[src/shpd_pkg.sv]
package shpd_pkg;

   // Deframer phase codes
   typedef enum logic [2:0] {
      PH_HUNT  = 3'd0,
      PH_CHECK = 3'd1,
      PH_TYPE  = 3'd2,
      PH_LEN   = 3'd3,
      PH_DATA  = 3'd4
   } phase_type;

   localparam logic [7:0] SYNC_RESET = 8'h3c;

   // One result item as held in the output register
   typedef struct packed {
      logic [7:0] packet_kind;
      logic [7:0] payload_byte;
      logic       first_of_packet;
      logic       last_of_packet;
      logic       empty_packet;
      logic       checksum_ok;
   } result_type;

endpackage

[src/sync_header_packet_deframer.sv]
// Packet deframer for a received serial byte stream. Each input item is one
// byte with its line error flag; an errored byte is dropped as though it never
// arrived. The block hunts for the sync byte (csr_wr_data, reset 0x3c), then
// takes a check byte, a type byte and a length byte. The header passes when the
// check byte's upper nibble equals the low nibble of type plus length; a failed
// header is discarded whole and hunting resumes at the next byte. On a good
// header each payload byte comes out as one result item, flagged first and last
// (rsp_tlast), and the last one carries checksum_ok: payload sum mod 16 against
// the check byte's lower nibble. A zero length header gives one item marked
// empty, first and last at once. Header bytes and bytes consumed while hunting
// give no item. Rate: one item per clock while req_tready is high. The per-byte
// state update is a single combinational step from the state registers to the
// result register; req_tready drops only while the result register is full and
// the sink stalls. An accepted byte's result shows on rsp_tdata in the next cycle.
// Write the sync byte only while the stream is idle.
module sync_header_packet_deframer
   import shpd_pkg::*;
(
   input  logic        clock,
   input  logic        reset,

   input  logic        csr_wr_en,
   input  logic [7:0]  csr_wr_data,   // sync_value

   input  logic        req_tvalid,
   output logic        req_tready,
   input  logic [7:0]  req_tdata,     // [7:0] rx_byte
   input  logic        req_tuser,     // [0] rx_error

   output logic        rsp_tvalid,
   input  logic        rsp_tready,
   output logic [15:0] rsp_tdata,     // [7:0] payload_byte, [8] first_of_packet,
                                      // [9] checksum_ok, [15:10] zero
   output logic        rsp_tlast,     // last_of_packet
   output logic [8:0]  rsp_tuser      // [7:0] packet_kind, [8] empty_packet
);

   // State registers
   phase_type   phase_ff,       phase_in;
   logic [7:0]  sync_ff;
   logic [7:0]  check_ff,       check_in;
   logic [7:0]  type_ff,        type_in;
   logic [7:0]  left_ff,        left_in;
   logic [3:0]  sum_ff,         sum_in;
   logic        first_ff,       first_in;

   // Output register
   logic        rsp_valid_ff,   rsp_valid_in;
   result_type  rsp_ff,         rsp_in;

   logic        accept;
   logic        emit;
   result_type  result;
   logic [7:0]  left_dec;
   logic [3:0]  sum_add;

   // Take a new item whenever the output slot is free or draining this cycle
   assign req_tready = !rsp_valid_ff || rsp_tready;
   assign accept     = req_tvalid && req_tready;

   assign left_dec = left_ff - 8'd1;
   assign sum_add  = sum_ff + req_tdata[3:0];

   always_comb begin
      phase_in = phase_ff;
      check_in = check_ff;
      type_in  = type_ff;
      left_in  = left_ff;
      sum_in   = sum_ff;
      first_in = first_ff;
      emit     = 1'b0;
      result   = '{packet_kind: type_ff, payload_byte: req_tdata,
                   first_of_packet: 1'b0, last_of_packet: 1'b0,
                   empty_packet: 1'b0, checksum_ok: 1'b0};

      if (accept && !req_tuser) begin
         case (phase_ff)
            PH_CHECK: begin
               check_in = req_tdata;
               phase_in = PH_TYPE;
            end
            PH_TYPE: begin
               type_in  = req_tdata;
               phase_in = PH_LEN;
            end
            PH_LEN: begin
               if (check_ff[7:4] != (type_ff[3:0] + req_tdata[3:0])) begin
                  // bad header: drop all four bytes
                  phase_in = PH_HUNT;
               end else if (req_tdata == 8'd0) begin
                  phase_in               = PH_HUNT;
                  emit                   = 1'b1;
                  result.payload_byte    = 8'd0;
                  result.first_of_packet = 1'b1;
                  result.last_of_packet  = 1'b1;
                  result.empty_packet    = 1'b1;
                  result.checksum_ok     = (check_ff[3:0] == 4'd0);
               end else begin
                  left_in  = req_tdata;
                  sum_in   = 4'd0;
                  first_in = 1'b1;
                  phase_in = PH_DATA;
               end
            end
            PH_DATA: begin
               sum_in                 = sum_add;
               left_in                = left_dec;
               first_in               = 1'b0;
               emit                   = 1'b1;
               result.first_of_packet = first_ff;
               result.last_of_packet  = (left_dec == 8'd0);
               result.checksum_ok     = (left_dec == 8'd0) && (check_ff[3:0] == sum_add);
               if (left_dec == 8'd0) begin
                  phase_in = PH_HUNT;
               end
            end
            default: begin
               // hunting, and any unused code behaves as hunting
               phase_in = (req_tdata == sync_ff) ? PH_CHECK : PH_HUNT;
            end
         endcase
      end
   end

   always_comb begin
      rsp_valid_in = rsp_valid_ff;
      rsp_in       = rsp_ff;
      if (accept && emit) begin
         rsp_valid_in = 1'b1;
         rsp_in       = result;
      end else if (rsp_tready) begin
         rsp_valid_in = 1'b0;
      end
   end

   always_ff @(posedge clock) begin
      if (reset) begin
         phase_ff     <= PH_HUNT;
         sync_ff      <= SYNC_RESET;
         check_ff     <= 8'd0;
         type_ff      <= 8'd0;
         left_ff      <= 8'd0;
         sum_ff       <= 4'd0;
         first_ff     <= 1'b0;
         rsp_valid_ff <= 1'b0;
      end else begin
         phase_ff     <= phase_in;
         check_ff     <= check_in;
         type_ff      <= type_in;
         left_ff      <= left_in;
         sum_ff       <= sum_in;
         first_ff     <= first_in;
         rsp_valid_ff <= rsp_valid_in;
         if (csr_wr_en) begin
            sync_ff <= csr_wr_data;
         end
      end
   end

   // payload needs no reset
   always_ff @(posedge clock) begin
      rsp_ff <= rsp_in;
   end

   assign rsp_tvalid = rsp_valid_ff;
   assign rsp_tdata  = {6'd0, rsp_ff.checksum_ok, rsp_ff.first_of_packet,
                        rsp_ff.payload_byte};
   assign rsp_tlast  = rsp_ff.last_of_packet;
   assign rsp_tuser  = {rsp_ff.empty_packet, rsp_ff.packet_kind};

`ifndef SYNTHESIS
   // an empty packet is a whole packet on its own
   a_empty_first_last: assert property (@(posedge clock) disable iff (reset)
      rsp_tvalid && rsp_ff.empty_packet |-> rsp_ff.first_of_packet && rsp_tlast)
      else $error("empty packet item not marked first and last");

   // payload phase always has bytes still to come
   a_data_left: assert property (@(posedge clock) disable iff (reset)
      phase_ff == PH_DATA |-> left_ff != 8'd0)
      else $error("payload phase with zero bytes left");

   // an errored byte leaves the deframer where it was
   a_error_hold: assert property (@(posedge clock) disable iff (reset)
      accept && req_tuser |=> phase_ff == $past(phase_ff) && left_ff == $past(left_ff))
      else $error("errored byte changed deframer state");

   // checksum flag only on the last item of a packet
   a_ok_on_last: assert property (@(posedge clock) disable iff (reset)
      rsp_tvalid && !rsp_tlast |-> !rsp_ff.checksum_ok)
      else $error("checksum_ok set on an item that is not last");
`endif

endmodule
[config.mk]
export PLATFORM = sky130hd
export DESIGN_NAME = sync_header_packet_deframer
export DESIGN_NICKNAME = d
export VERILOG_FILES = /design/src/shpd_pkg.sv /design/src/sync_header_packet_deframer.sv
export SDC_FILE = /design/constraint.sdc
export NUM_CORES = 1
export LEC_CHECK = 0
export ABC_AREA = 1
export BUFFER_PORTS_ARGS = -buffer_cell sky130_fd_sc_hd__buf_2
export CORE_MARGIN = 2
export CORE_UTILIZATION = 45
export DETAILED_ROUTE_END_ITERATION = 12
export GPL_ROUTABILITY_DRIVEN = 0
export PLACE_DENSITY_LB_ADDON = 0.05
export SLEW_MARGIN = 20
export SYNTH_ARGS = -nofsm -noshare
export SYNTH_HDL_FRONTEND = slang
export SYNTH_SLANG_ARGS = --single-unit
export TNS_END_PERCENT = 10
[constraint.sdc]
create_clock -name clock -period 5 [get_ports clock]
set_clock_uncertainty 0.15 [all_clocks]
set_input_delay 0.5 -clock clock [delete_from_list [all_inputs] [get_ports clock]]
set_output_delay 0.5 -clock clock [all_outputs]
set_load 0.01 [all_outputs]
# --- Yosys cells after proc, flatten, opt, wreduce, memory -nomap -nowiden ---
# Cells that the tools add are included.
totals:
  regBits: 61
op_classes:
  eq_ne: 10
  mux: 27
  n_reduce_logical: 17
  n_bitwise: 2
  add_sub_neg: 3
ops:
  columns: ["cell", "n"]
  rows:
  - ["12-bit 2-to-1 mux", 3]
  - ["8-bit 2-to-1 mux", 3]
  - ["8-bit zero test", 2]
  - ["8-bit case mux with 2 select lines", 1]
  - ["3-bit case mux with 4 select lines", 1]
  - ["1-bit 2-to-1 mux", 9]
  - ["3-bit 2-to-1 mux", 3]
  - ["4-bit adder", 2]
  - ["8-bit equality test", 1]
  - ["4-bit 2-to-1 mux", 2]
  - ["4-bit case mux with 2 select lines", 1]
  - ["8-bit by 1-bit subtractor with 8-bit output, second input constant", 1]
  - ["3-bit by 2-bit equality test with 1-bit output, second input constant", 2]
  - ["2-bit inequality test, second input constant", 3]
  - ["1-bit case mux with 2 select lines", 3]
  - ["2-bit AND reduction", 3]
  - ["4-bit equality test", 1]
  - ["1-bit logical AND", 4]
  - ["4-bit zero test", 1]
  - ["4-bit inequality test", 1]
  - ["2-bit case mux with 2 select lines", 1]
  - ["4-bit AND reduction", 1]
  - ["2-bit nonzero test", 2]
  - ["3-bit by 1-bit equality test with 1-bit output, second input constant", 1]
  - ["5 further kinds", 7]

# --- Depth between registers and ports, before layout ---
# Gate-level depths: netlist of run 1.
logic_depth:
  depth_word: 7
  ltp_mapped: 15

# --- Worst setup path after synthesis of run 1 ---
# No wires, ideal clock.
synth_timing:
  path_type: "input to register"
  from: "in req_tdata[0]"
  to: "reg rsp_ff (netlist bit rsp_tdata[0]), enable pin"
  setup_slack_ns: 1.272
  arrival_time_ns: 3.152
  cell_stages: 8
  n_path_buf: 0
  setup_ns: 0.427
  path_cell_list: "ha_1 -> inv_1 -> fa_1 -> xor2_1 -> nand2_1 -> nor2_4 -> nand3_1 -> o21ai_0"
synth_between:
  elab_chain_len: 6
synth_rtl:
  columns: ["item", "line", "source"]
  rows:
  - ["start, declared", "sync_header_packet_deframer.sv:27", "input logic [7:0] req_tdata,"]
  - ["4-bit adder / 8-bit zero test (equally long branches)", "sync_header_packet_deframer.sv:87, sync_header_packet_deframer.sv:90", null]
  - ["4-bit inequality test / 1-bit 2-to-1 mux (equally long branches)", "sync_header_packet_deframer.sv:87, sync_header_packet_deframer.sv:90", null]
  - ["1-bit 2-to-1 mux (*)", "sync_header_packet_deframer.sv:87", "if (check_ff[7:4] != (type_ff[3:0] + req_tdata[3:0])) begin"]
  - ["1-bit case mux with 2 select lines (*)", "sync_header_packet_deframer.sv:77", "case (phase_ff)"]
  - ["1-bit 2-to-1 mux (*)", "sync_header_packet_deframer.sv:76", "if (accept && !req_tuser) begin"]
  - ["1-bit logical AND (*)", "sync_header_packet_deframer.sv:128", "if (accept && emit) begin"]
  - ["end signal, assigned", "sync_header_packet_deframer.sv:162", "rsp_ff <= rsp_in;"]
  - ["end, declared", "sync_header_packet_deframer.sv:49", "result_type rsp_ff, rsp_in;"]
# Every way passes the cells marked *; elsewhere a longest branch is shown, timed or not.
# A chain may end at the register's enable or synchronous reset.

# --- Final worst setup path of run 1 ---
layout_timing:
  from: "reg type_ff[0]"
  to: "reg rsp_ff (netlist bit rsp_tdata[3]), enable pin"
layout_between:
  elab_chain_len: 6
layout_rtl:
  columns: ["item", "line", "source"]
  rows:
  - ["start, declared", "sync_header_packet_deframer.sv:42", "logic [7:0] type_ff, type_in;"]
  - ["start signal, assigned", "sync_header_packet_deframer.sv:149", "type_ff <= type_in;"]
  - ["4-bit adder", "sync_header_packet_deframer.sv:87", null]
  - ["4-bit inequality test", "sync_header_packet_deframer.sv:87", null]
  - ["1-bit 2-to-1 mux", "sync_header_packet_deframer.sv:87", null]
  - ["1-bit case mux with 2 select lines", "sync_header_packet_deframer.sv:77", null]
  - ["1-bit 2-to-1 mux", "sync_header_packet_deframer.sv:76", null]
  - ["1-bit logical AND", "sync_header_packet_deframer.sv:128", null]
# No other way between the ends.

==> results.yml, run 1 <==
logic_synthesis:
  ys_ff_latch: 61
  ys_warn_count: 0
  synthMuxAreaShare: 0
  synth-compound-area-share: 0.109
  syn-cell-area_sq_mm: 0.00314
  ys_seq_area_frac: 0.452
  synth-xor-area-share: 0.0474
  synthSimpleGateAreaFrac: 0.253
  ys_types: 35
  synth_top_family_by_area: "simple AND/OR/NAND/NOR gates"
  synthAdderAreaFrac: 0.0446
  postSynthAreaPerCell_sq_um: 8.00
  syn-instance-count: 393
placement:
  placed_cell_area_sq_mm: 0.00336
  dp_hpwl_mm: 5.15
  io_buffer_count: 43
  dpl.cell_count: 511
  pre_cts_slack_ns: 1.62
global_route:
  grt_max_degree: 34
  grt_pass1_wl_mm: 12.0
  antenna_found_initial: 0
  track_usage: 0.209
  grt_pass1_vias: 2338
  overflow: 0
route:
  vias: 2559
  drtIter0Drc: 115
  drc: 0
  viasPerCell: 4.86
  ant_nets: 0
  post_drt_wl_per_cell_microns: 13.7
  wl_mm: 7.21
  first_pass_iters: 4
die:
  dieArea_sq_mm: 0.00767
  die_w_microns: 87.6
  fp-row-count: 30
  initial_core_util: 0.463
  io_pins: 50
  core_area_sq_mm: 0.00679
  fp.dieH_microns: 87.6
critical_path:
  worstPathCellList: "ha_1 > inv_1 > fa_1 > xor2_1 > nand2_1 > nor2_4 > nand3_1 > o21ai_4"
  path_max_fanout: 21
  crit_type: "flop to flop"
  cpPeakStageDelay_ns: 0.59
  startpoint_type: "flop"
  arrival_ns: 2.57
  end_kind: "flop"
  critPathSlowestCell: "o21ai_4"
  cp.required_ns: 4.82
clocking:
  cts-buffers-inserted: 9
  root_buffer: "clkbuf_8"
  htreeDepth: 3
  cts-hold-fix-buffers: 0
  cts_buffer_depth: 2
  insertion_delay_ns: 0.34
  cts_resized: 0
  cts_tree: "built"
  clock-sinks: 61
  postCtsSetupBuffers: 0
  clk_pin_slew_ns: 0.08
pwr:
  p_int_mw: 0.803
  ir_drop_v: 0.000115
  power_mw: 1.09
  switching_share: 0.261
  p_leak_nw: 1.53
  p_comb_frac: 0.094
  pwr-share-clk: 0.422
  power_density_mw_per_mm2: 304
  power.switching_mw: 0.284
  seq_power_share: 0.484
finish:
  fin_area_sq_mm: 0.00357
  fin_util: 0.526
  drive_above_1_share: 0.181
  final_cell_mix: "nand2_1 (74), nor2_1 (52), buf_2 (43), dfxtp_1 (41), inv_1 (38)"
  fin_nets: 458
  area_delta_synth_final_pct: 13.7
  mostFrequentLayoutCell: "nand2_1"
  antennaDiodeCount: 0
  final_cells: 527
timing:
  min_period_ns: 2.76
  finalMaxSlewViolations: 0
  final-hold-violation-count: 0
  fin_tns_setup_ns: 0
  worstMarginPinSlew_ns: 0.982
  clock.fmax_mhz: 363
  setup_viol: 0
  fin_ws_ns: 2.24
  rsz0062_at_grt: "false"
  finalCritPeriodShare: 0.551
  whs_ns: 0.218
  relSlewSlack: 0.345
job:
  maxCapViolCount: 0
status:
  outcome: "completed"
worst_hold_path:
  hp-class: "input pin to flop"
## Yosys cell counts
cell | n | area share
nor3_4 | 1 | 0.0052
o31ai_1 | 1 | 0.0024
nand4_1 | 3 | 0.0060
edfxtp_1 | 20 | 0.19
ha_1 | 8 | 0.032
buf_1 | 1 | 0.0012
nor3_1 | 1 | 0.0016
nand2_1 | 74 | 0.088
clkbuf_1 | 12 | 0.014
nand2_2 | 3 | 0.0060
nor2_4 | 1 | 0.0036
nor2_1 | 52 | 0.062
a31oi_1 | 1 | 0.0020
inv_1 | 38 | 0.045
xnor2_1 | 10 | 0.028
xor2_1 | 7 | 0.019
inv_2 | 1 | 0.0012
nand3_1 | 28 | 0.045
or2_2 | 2 | 0.0040
buf_2 | 6 | 0.0096
a21oi_1 | 26 | 0.041
nand3b_1 | 2 | 0.0048
conb_1 | 1 | 0.0012
buf_12 | 1 | 0.0064
nand3_4 | 1 | 0.0056
clkinv_1 | 1 | 0.0012
nand3_2 | 4 | 0.013
nand2_8 | 1 | 0.0064
o21a_1 | 1 | 0.0024
buf_4 | 6 | 0.014
dfxtp_1 | 41 | 0.26
o21ai_0 | 31 | 0.049
fa_1 | 2 | 0.013
a21oi_2 | 4 | 0.011
nor4_1 | 1 | 0.0020
## path summary, 6_finish.rpt
check / to / startpoint / depth (start not counted) / slack (ns)
worst max-delay path: rsp_tdata[3] / type_ff[0] / 8 / 2.24
worst min-delay path: sync_ff[3] / csr_wr_data[3] / 3 / 0.22
worst max register to register: rsp_tdata[3] / type_ff[0] / 8 / 2.24
worst min register to register: rsp_tuser[5] / type_ff[5] / 0 / 0.28
## worst max-delay path: cells and delay by family, from the launching register on
family / cells / cell delay [ns]
simple gates: 3 / 0.42
fa+ha+maj: 2 / 0.67
buf+inv: 1 / 0.06
xor+xnor: 1 / 0.14
flops: 1 / 0.35
compound gates: 1 / 0.59
## final cells by class
type,count,area (sq um)
clock buffer,10,138
clock inverter,6,71.3
fill,661,3220
inverter,40,150
multi-input combinational,271,1460
sequential,61,1420
tap,96,120
timing repair buffer,43,215
## routing by layer
layer	vias up	wire [microns]	GRT usage
met5	-	0	0
met4	0	90	0.0755
met3	8	249	0.0339
met2	52	3280	0.312
met1	1178	3590	0.305
li1	1321	-	-
## power by group through the flow
stage	Clock (mW)	Combinational [mW]	Sequential, mW
2_1_floorplan	0	0.0743	0.537
3_3_place_gp	0	0.102	0.537
3_5_place_dp	0	0.102	0.537
4_1_cts	0.469	0.103	0.526
5_1_grt	0.494	0.116	0.527
6_report	0.458	0.102	0.526
## registers in the layout, indices dropped and copies added (netlist names), 3 cells and up
name	count
check_ff	8
sync_ff	8
phase_ff	3
type_ff	8
rsp_tdata	10
left_ff	8
sum_ff	4
rsp_tuser	9
## kinds of logic (layout without fill, tap and decap cells)
kind of cell,Yosys count,after routing
AND/OR/NAND/NOR,174,174
buffers and inverters,66,99
AO/OA/AOI/OAI,64,64
flip-flops,61,61
XOR/XNOR,17,17
adder cells (fa/ha/maj),10,10
other,1,6
Note: power is estimated with default switching activity, not from simulation.
==> inputs of run 2 (changes only) <==
==> constraint.sdc (replaced) <==
create_clock -name clock -period 2.3 [get_ports clock]
set_clock_uncertainty 0.15 [all_clocks]
set_input_delay 0.23 -clock clock [delete_from_list [all_inputs] [get_ports clock]]
set_output_delay 0.23 -clock clock [all_outputs]
set_load 0.01 [all_outputs]
==> results.yml, run 2 (same netlist as run 1, synthesis figures left out) <==
status:
  outcome: "complete, but fails checks"
  violations: "setup timing"
route:
  drc: 0
  post_drt_wl_per_cell_microns: 13.4
  wl_mm: 7.52
  drtIter0Drc: 126
  ant_nets: 0
  vias: 2677
  first_pass_iters: 6
  viasPerCell: 4.77
critical_path:
  worstPathCellList: "ha_4 > inv_2 > fa_2 > xor2_1 > nand2_1 > nor2_4 > nand3_4 > o21ai_4 > buf_6 > buf_12"
  reg2reg_depth: 10
  r2r_slack_ns: -0.05
  critPathSlowestCell: "fa_2"
  critPathBufInv: 3
  end_kind: "flop"
  arrival_ns: 2.26
  cp.required_ns: 2.21
  cpPeakStageDelay_ns: 0.53
  cp_top_family: "adder cells"
  path_max_fanout: 10
  crit_type: "flop to flop"
  cp.depth: 10
  startpoint_type: "flop"
timing:
  clock.fmax_mhz: 425
  min_period_ns: 2.35
  whs_ns: 0.0202
  fin_ws_ns: -0.0544
  fin_tns_setup_ns: -0.609
  rsz0062_at_grt: "true"
  final-hold-violation-count: 0
  setup_viol: 15
  finalMaxSlewViolations: 0
  finalCritPeriodShare: 1.02
job:
  maxCapViolCount: 0
global_route:
  grt_pass1_vias: 2484
  use_met2: 0.349
  overflow: 0
  grt_pass1_wl_mm: 12.5
  antenna_found_initial: 0
  busiest_layer: "met2"
  gr-usage-met1: 0.293
  grt_max_degree: 22
  grtUsageMet3: 0.0443
  track_usage: 0.217
finish:
  drive_above_1_share: 0.256
  area_delta_synth_final_pct: 27.1
  mostFrequentLayoutCell: "nand2_1"
  final_cells: 561
  largest_reg_flops: 10
  fin_area_sq_mm: 0.00400
  fin_util: 0.588
  final_cell_mix: "nand2_1 (74), nor2_1 (52), buf_2 (43), dfxtp_1 (40), inv_1 (37)"
  antennaDiodeCount: 0
  fin_nets: 492
clocking:
  root_buffer: "clkbuf_8"
  cts-buffers-inserted: 9
  cts_tree: "built"
  clk_pin_slew_ns: 0.07
  htreeDepth: 3
  clock-sinks: 61
  insertion_delay_ns: 0.34
  cts_buffer_depth: 2
placement:
  dp_hpwl_mm: 5.40
  placed_cell_area_sq_mm: 0.00361
  io_buffer_count: 43
  dpl.cell_count: 534
pwr:
  p_leak_nw: 1.73
  ir_drop_v: 0.000444
  power_density_mw_per_mm2: 621
worst_hold_path:
  hp-class: "input pin to flop"
  whs_path_depth: 3
die:
  io_pins: 50
  dieArea_sq_mm: 0.00767
  fp.dieH_microns: 87.6
  fp-row-count: 30
  initial_core_util: 0.463
  core_area_sq_mm: 0.00679
  die_w_microns: 87.6
run 2: cell types whose count changed in the layout (fill, tap and decap cells not counted), sizes merged:
cell         change
clkinv           +1
bufinv           +1
clkbuf           -1
buf             +27
dlygate4sd3      +7
clkinvlp         -1
run 2: power by group:
part	internal [mW]	total (mW)	switching (mW)
registers	1.13	1.14	0.0124
clock network	0.615	1.08	0.464
logic	0.106	0.261	0.155
run 2: area by class of cell:
type	count	area [sq um]
clock inverter	7	98.8
fill	621	2800
clock buffer	9	124
tap	96	120
sequential	61	1420
inverter	40	150
timing repair buffer	77	549
multi-input combinational	271	1530
run 2: worst min-delay path: stages:
cell and delay [ns]:
buf_2 0.07, o21ai_0 0.07, a21oi_1 0.10
run 2: stage by stage:
| step | setup WS, ns | total power, mW |
|---|---|---|
| global route | -0.147 | 2.59 |
| detailed placement | -0.108 | 1.41 |
| finish | -0.0544 | 2.48 |
| global placement | -0.0814 | 1.41 |
| floorplan | -0.145 | 1.33 |
| CTS | -0.0771 | 2.50 |
run 2: metal layers:
metal / routed length [microns] / up-vias / share of wire
met3: 247 / 9 / 0.033
met2: 3520 / 54 / 0.47
met4: 104 / 0 / 0.014
met5: 0 / - / 0
li1: - / 1395 / -
met1: 3650 / 1219 / 0.49
run 2: path summary, 6_finish.rpt:
check	from	end
setup / recovery	type_ff[0]	rsp_tdata[3]
hold / removal	csr_wr_data[6]	sync_ff[6]
setup reg to reg	type_ff[0]	rsp_tdata[3]
hold reg to reg	type_ff[6]	rsp_tuser[6]
run 2: repair_timing:
item / CTS / global route
resized for setup: 2 / 13
gates cloned: 1 / 0
setup endpoints to repair: 20 / 36
pin swaps: 2 / 9
setup buffers: 3 / 1
endpoints found under the hold margin: 7 / 0
hold buffers: 7 / 0
